--- src/design/assert_macros.svh ---
// Assertion macros shared by the accumulator RTL.
// Depends on a clock named clk and a reset named rst in the using scope.
`ifndef ASSERT_MACROS_SVH
`define ASSERT_MACROS_SVH

// Condition must never be true outside reset.
`define TBWA_ASSERT_NEVER(label, cond, msg) \
  label: assert property (@(posedge clk) disable iff (rst) !(cond)) else $error(msg);

// Same-cycle implication.
`define TBWA_ASSERT_IMPLIES(label, ante, cons, msg) \
  label: assert property (@(posedge clk) disable iff (rst) (ante) |-> (cons)) else $error(msg);

// Next-cycle implication.
`define TBWA_ASSERT_NEXT(label, ante, cons, msg) \
  label: assert property (@(posedge clk) disable iff (rst) (ante) |=> (cons)) else $error(msg);

`endif

--- src/design/tbwa_pkg.sv ---
// Package for the top-4 bone weight accumulator: widths, entry layout,
// function codes and controller states. No dependencies.
package tbwa_pkg;

  localparam int VERTEX_DEPTH = 1024;
  localparam int VID_W        = $clog2(VERTEX_DEPTH);
  localparam int COUNT_W      = VID_W + 1;
  localparam int SLOTS        = 4;
  localparam int SLOT_W       = $clog2(SLOTS);
  localparam int BONE_W       = 7;
  localparam int WEIGHT_W     = 16;
  localparam int SHARE_W      = WEIGHT_W + 1;
  localparam int SUM_W        = WEIGHT_W + SLOT_W;
  // numerator: weight << 16 plus half the sum
  localparam int NUM_W        = 2 * WEIGHT_W + 1;
  localparam int QUO_W        = SHARE_W;
  localparam int DIV_CNT_W    = $clog2(QUO_W);

  localparam logic [SHARE_W-1:0] SHARE_ONE = SHARE_W'(1) << WEIGHT_W;

  localparam logic FUNC_ADD = 1'b0;
  localparam logic FUNC_FIN = 1'b1;

  typedef logic [BONE_W-1:0]   bone_t;
  typedef logic [WEIGHT_W-1:0] weight_t;
  typedef logic [SHARE_W-1:0]  share_t;

  typedef struct packed {
    bone_t   [SLOTS-1:0] bones;
    weight_t [SLOTS-1:0] weights;
  } entry_t;

  typedef struct packed {
    logic             en;
    logic [VID_W-1:0] addr;
    entry_t           data;
  } wr_req_t;

  typedef enum logic [2:0] {
    S_IDLE,
    S_ADD,
    S_LOAD,
    S_START,
    S_DIV
  } state_t;

endpackage

--- src/design/tbwa_div.sv ---
// Restoring divider, one quotient bit per cycle, for share normalization.
// Depends on tbwa_pkg.
module tbwa_div (
  input  logic                          clk,
  input  logic                          rst,
  input  logic                          start,
  input  logic [tbwa_pkg::NUM_W-1:0]    num,
  input  logic [tbwa_pkg::SUM_W-1:0]    den,
  output logic                          busy,
  output logic [tbwa_pkg::QUO_W-1:0]    quo
);

  logic [tbwa_pkg::SUM_W-1:0]     rem;
  logic [tbwa_pkg::SUM_W-1:0]     den_r;
  logic [tbwa_pkg::QUO_W-1:0]     work;
  logic [tbwa_pkg::DIV_CNT_W-1:0] cnt;
  logic [tbwa_pkg::SUM_W:0]       trial;
  logic [tbwa_pkg::SUM_W:0]       diff;
  logic                           ge;

  // trial subtract of the shifted remainder
  always_comb begin
    trial = {rem, work[tbwa_pkg::QUO_W-1]};
    diff  = trial - {1'b0, den_r};
    ge    = trial >= {1'b0, den_r};
  end

  // control: count the quotient bits
  always_ff @(posedge clk) begin
    if (rst) begin
      busy <= 1'b0;
      cnt  <= '0;
    end else if (start) begin
      busy <= 1'b1;
      cnt  <= tbwa_pkg::DIV_CNT_W'(tbwa_pkg::QUO_W - 1);
    end else if (busy) begin
      cnt <= cnt - 1'b1;
      if (cnt == '0) begin
        busy <= 1'b0;
      end
    end
  end

  // datapath: high numerator bits seed the remainder, quotient shifts in
  always_ff @(posedge clk) begin
    if (start) begin
      rem   <= tbwa_pkg::SUM_W'(num[tbwa_pkg::NUM_W-1:tbwa_pkg::QUO_W]);
      work  <= num[tbwa_pkg::QUO_W-1:0];
      den_r <= den;
    end else if (busy) begin
      rem  <= ge ? diff[tbwa_pkg::SUM_W-1:0] : trial[tbwa_pkg::SUM_W-1:0];
      work <= {work[tbwa_pkg::QUO_W-2:0], ge};
    end
  end

  assign quo = work;

endmodule

--- config.mk ---
export PLATFORM = sky130hd
export DESIGN_NAME = tbwa_div
export DESIGN_NICKNAME = d
export VERILOG_FILES = /design/src/design/assert_macros.svh /design/src/design/tbwa_pkg.sv /design/src/design/tbwa_div.sv
export SDC_FILE = /design/constraint.sdc
export NUM_CORES = 1
export LEC_CHECK = 0
export BUFFER_PORTS_ARGS = -buffer_cell sky130_fd_sc_hd__buf_2
export CORE_MARGIN = 2
export CORE_UTILIZATION = 50
export DETAILED_ROUTE_END_ITERATION = 16
export PLACE_DENSITY = 0.77
export SYNTH_ARGS = -nofsm -noshare
export SYNTH_HDL_FRONTEND = slang
export SYNTH_SLANG_ARGS = --single-unit
--- constraint.sdc ---
create_clock -name clk -period 2.25 [get_ports clk]
set_input_delay 0.225 -clock clk [delete_from_list [all_inputs] [get_ports clk]]
set_output_delay 0.225 -clock clk [all_outputs]
set_load 0.005 [all_outputs]
# Word level (Yosys, flattened, before mapping)

Index checks and enable logic that the tools add are counted.

Register bits: 59
Input port bits: 54
Output and inout port bits: 18
Word-level logic and storage cells: 23

Add/subtract/negate cells: 2
$lt $le $gt $ge: 1
Multiplexer cells: 10
Reductions and logical operators: 3

Operators with widths:

| kind                | number |
|---|---|
| $mux 17             | 2 |
| $mux 16             | 2 |
| $ge 19x18->1        | 1 |
| $mux 18             | 1 |
| $sub 18x18->18      | 1 |
| $mux 5              | 2 |
| $logic_not 5->1     | 1 |
| $sub 5x1->5 const B | 1 |
| $mux 1              | 3 |
| $reduce_bool 2->1   | 1 |
| $reduce_or 2->1     | 1 |

# Longest topological paths before layout

Word-level depth: 4
Mapped depth: 11
Gate-level depth less buffers: 10

# Worst setup path before layout

OpenSTA, ideal clock, no wires.

Path kind: register -> register
Start: reg rem[5] in the netlist's numbering
End: reg rem[13] in the netlist's numbering (data pin)
Setup time: 261 ps
Arrival: 2091 ps
Slack: -102 ps
Stages on the path, launching flop included: 11
Buffers on the path: 2
Clock period less this slack: 2352 ps
Cells stage by stage: edfxtp_1 > ha_1 > buf_6 > a21oi_4 > nand2b_1 > o21ai_2 > a211oi_2 > nor3_4 > buf_6 > nor2_1 > a221o_1

Word-level cells in the longest chain between the ends: 4
Elaborated cells between the ends (all ways): 5
Those cells by class: 1 x add/sub; 1 x order compare; 3 x mux

RTL lines:

| item                                                  | RTL line                       | text |
|---|---|---|
| start, declared                                       | tbwa_div.sv:13                 | `logic [tbwa_pkg::SUM_W-1:0] rem;` |
| start signal, assigned                                | tbwa_div.sv:47                 | `rem <= tbwa_pkg::SUM_W'(num[tbwa_pkg::NUM_W-1:tbwa_pkg::QUO_W]);` |
| start signal, assigned                                | tbwa_div.sv:51                 | `rem <= ge ? diff[tbwa_pkg::SUM_W-1:0] : trial[tbwa_pkg::SUM_W-1:0];` |
| $sub 18x18->18 / $ge 19x18->1 (equally long branches) | tbwa_div.sv:24, tbwa_div.sv:25 |  |
| $mux 18 *                                             | tbwa_div.sv:51                 |  |
| $mux 16 *                                             | tbwa_div.sv:50                 | `end else if (busy) begin` |
| $mux 16 *                                             | tbwa_div.sv:46                 | `if (start) begin` |

Every way passes the cells marked *; elsewhere a longest branch is shown, timed or not. The select of a mux whose other input is x is not followed.
A chain may end at the register's enable or synchronous reset.

# Worst setup path in the final report

Start: reg den_r[0] in the netlist's numbering
End: reg rem[16] in the netlist's numbering

Word-level cells in the longest chain between the ends: 2
Elaborated cells between the ends (all ways): 3
Those cells by class: 1 x add/sub; 1 x order compare; 1 x mux

RTL lines:

| item                                                  | RTL line                       | text |
|---|---|---|
| start, declared                                       | tbwa_div.sv:14                 | `logic [tbwa_pkg::SUM_W-1:0] den_r;` |
| start signal, assigned                                | tbwa_div.sv:49                 | `den_r <= den;` |
| $sub 18x18->18 / $ge 19x18->1 (equally long branches) | tbwa_div.sv:24, tbwa_div.sv:25 |  |
| $mux 18 *                                             | tbwa_div.sv:51                 |  |

Every way passes the cells marked *; elsewhere a longest branch is shown, timed or not.

==> impl_metrics.env <==
export IMPL_cts_root_buf="clkbuf_8"
export IMPL_worstPathCellList="ha_4 > fa_2 > nor2b_4 > o2111ai_2 > nand3b_1 > buf_4 > a41oi_4 > buf_4 > nor3_2 > nor3_2 > o41ai_1"
export IMPL_synth_seq_cells=59
export IMPL_final_setup_skew_ns=0.008585
export IMPL_drive_gt1_frac=0.5114
export IMPL_setup_tns_ns=-1.792
export IMPL_cp_top_family="compound AO/OA/AOI/OAI gates"
export IMPL_cts_buffers=9
export IMPL_comb_power_share=0.477
export IMPL_reg2regPathDepth=11
export IMPL_wl_per_cell_um=16.88
export IMPL_diodes=0
export IMPL_ir_worst_vdd_mv=0.4938
export IMPL_timing_rr_start="den_r[0]"
export IMPL_finalCriticalPeriod_ns=2.554
export IMPL_cp_arrival_ns=2.77
export IMPL_path_clk_slew_ns=0.08
export IMPL_yosys_area_top_type="edfxtp_1"
export IMPL_worst_pin_slew_ns=0.4698
export IMPL_min_path_type="in -> reg"
export IMPL_final_util=0.7350
export IMPL_p_per_area_mw_per_mm2=960.6
export IMPL_hold_violations=0
export IMPL_violations="negative setup slack"
export IMPL_mappedNetlistArea_mm2=0.003431
export IMPL_syn_inst=304
export IMPL_rrSetupSlack_ns=-0.30
export IMPL_end_kind="flop"
export IMPL_synth_seq_area_share=0.4931
export IMPL_die_w_um=86.84
export IMPL_path_max_fanout=3
export IMPL_place_hpwl_mm=5.590
export IMPL_ys_top_cells_by_area="edfxtp_1 45%, ha_1 7.3%, mux2_2 5.9%, dfxtp_1 4.7%, xnor2_1 3.1%"
export IMPL_die_h_um=86.84
export IMPL_max_freq_ghz=0.3916
export IMPL_power_internal_mw=3.087
export IMPL_setup_viol_count_final=16
export IMPL_std_cell_rows=30
export IMPL_clock_path_buffers=2
export IMPL_grt_pass1_wl_mm=12.64
export IMPL_run_status="finished with violations"
export IMPL_grt_total_usage=0.2204
export IMPL_nNetsFinal=510
export IMPL_worst_ep_required_time_ns=2.47
export IMPL_instances_no_fill=520
export IMPL_relSlewSlack=0.6868
export IMPL_viasPerCell=5.556
export IMPL_core_area_mm2=0.006719
export IMPL_ys_warn_count=0
export IMPL_htreeDepth=3
export IMPL_grt_start_max_net_pins=38
export IMPL_syn_nets=379
export IMPL_cts_sinks=59
export IMPL_synthDistinctLibCells=53
export IMPL_drv_cap=0
export IMPL_via_count=2889
export IMPL_grt_ovfl_total=0
export IMPL_avgSynthCellArea_um2=11.29
export IMPL_netSwitchingFraction=0.3492
export IMPL_cts_tree="yes"
export IMPL_crit_type="reg -> reg"
export IMPL_drtIter0Drc=198
export IMPL_netSwitchingPower_mw=1.657
export IMPL_antenna_found_initial=0
export IMPL_post_place_ws_ns=-0.2174
export IMPL_io_buffers=71
export IMPL_p_clk_frac=0.208
export IMPL_fp_dieArea_mm2=0.007540
export IMPL_synth_flop_cell="edfxtp_1"
export IMPL_grt_pass1_vias=2819
export IMPL_fin_total_pwr_mw=4.744
export IMPL_start_util=0.5106
export IMPL_worst_path_buf_inv=2
export IMPL_p_seq_frac=0.315
export IMPL_hp_start="den[4]"
export IMPL_synth_top_cells_by_count="51 x edfxtp_1, 25 x inv_1, 25 x nand2_1, 20 x ha_1, 19 x a21oi_1"
export IMPL_rsz0062_at_grt="true"
export IMPL_clock_latency_ns=0.35
export IMPL_synthArstFlopShare=0
export IMPL_final_max_slew_viol_count=0
export IMPL_area_growth_pct=43.95
export IMPL_hold_depth=1
export IMPL_rr_endpoint="rem[16]"
export IMPL_io_pins=72
export IMPL_leakagePower_nw=2.090
export IMPL_hold_end="den_r[4]"
export IMPL_drcViolationCount=0
export IMPL_setup_slack_ns=-0.3037
export IMPL_drt_pass1_iter_count=6
export IMPL_place_gp_congestion=0.8899
export IMPL_synth_top_area_frac=0.4464
export IMPL_fillers=437
export IMPL_synth_most_common_cell="edfxtp_1"
export IMPL_critPathLaunchType="flop"
export IMPL_hold_buffers=0
export IMPL_slowest_delay_ns=0.42
export IMPL_critPathLaunch="den_r[0]"
export IMPL_dp_cells=490
export IMPL_crit_slowest_cell="edfxtp_1"
export IMPL_totalWireLength_mm=8.776
export IMPL_synth_edf_count=51
export IMPL_fin_crit_sh=1.135
export IMPL_postRouteAntennaNets=0
[final cells by class]
cell class | count | area [um^2] | area share
inverter | 25 | 93.84 | 0.01900
sequential | 59 | 1692 | 0.3425
multi-input combinational | 207 | 1966 | 0.3980
clock inverter | 7 | 76.32 | 0.01545
tap | 80 | 100.1 | 0.02027
clock buffer | 9 | 123.9 | 0.02508
timing repair buffer | 133 | 887.1 | 0.1796
[layout by cell type, fill, tap and decap left out, types with 6 or more instances in the layout]
master	count
xnor2_1	11
a21o_1	6
dfxtp_1	8
inv_1	23
a21oi_2	6
nand3_2	6
o311ai_2	7
buf_4	52
buf_2	72
nor3_1	6
xor2_1	6
ha_1	8
edfxtp_1	51
a21oi_1	13
clkbuf_8	9
nand2_1	24
nor2_1	12
ha_4	11
mux2_2	16
[worst max-delay path by stage]
stage          cells after the start  endpoint  slack, ns
6_report                          11   rem[16]      -0.30
5_1_grt                           11   rem[16]      -0.40
4_1_cts                            9    rem[7]      -0.12
3_5_place_dp                       9   rem[13]      -0.22
3_3_place_gp                       9   rem[13]      -0.12
2_1_floorplan                     10   rem[13]      -0.07
[per-stage QoR]
stage | hold WS (ns) | instance area (um^2)
2_1_floorplan | 0.2941 | 3443
3_3_place_gp | 0.4014 | 4202
3_5_place_dp | 0.4031 | 4202
4_1_cts | 0.02948 | 4501
5_1_grt | 0.03110 | 4938
6_report | 0.04614 | 4938
[power groups by stage]
stage	Sequential (mW)	Clock (mW)	Combinational, mW
6_report	1.49	0.989	2.26
5_1_grt	1.51	1.05	2.43
4_1_cts	1.48	1.00	1.72
3_5_place_dp	1.49	0	1.62
3_3_place_gp	1.48	0	1.57
2_1_floorplan	1.47	0	1.03
[repair_timing]
item / 4_1_cts / 5_1_grt
buffers inserted: 2 / 10
gates cloned: 0 / 2
pin swaps: 10 / 30
endpoints found under the setup margin: 19 / 19
gates resized for setup: 13 / 58
[routing by layer]
layer  share of wire  track usage  up-vias
li1                -            -     1397
met4           0.023      0.09943        0
met1            0.40       0.2646     1354
met2            0.51       0.3650      120
met5               0            0        -
met3           0.067      0.06476       18
[cell families (layout without fill, tap and decap cells)]
kind of cell | Yosys count | after routing | share of synthesized area
simple gates | 79 | 79 | 0.1185
xor+xnor | 19 | 19 | 0.04850
fa+ha+maj | 21 | 21 | 0.07877
mux | 22 | 22 | 0.07075
flops | 59 | 59 | 0.4931
buf+inv | 38 | 174 | 0.04777
compound gates | 66 | 66 | 0.1426
[flip-flops by register name, summed over array words and instances, names as in the netlist]
signal / flops
cnt: 5
den_r: 18
quo: 17
rem: 18
busy: 1
(Power assumes the default switching activity.)
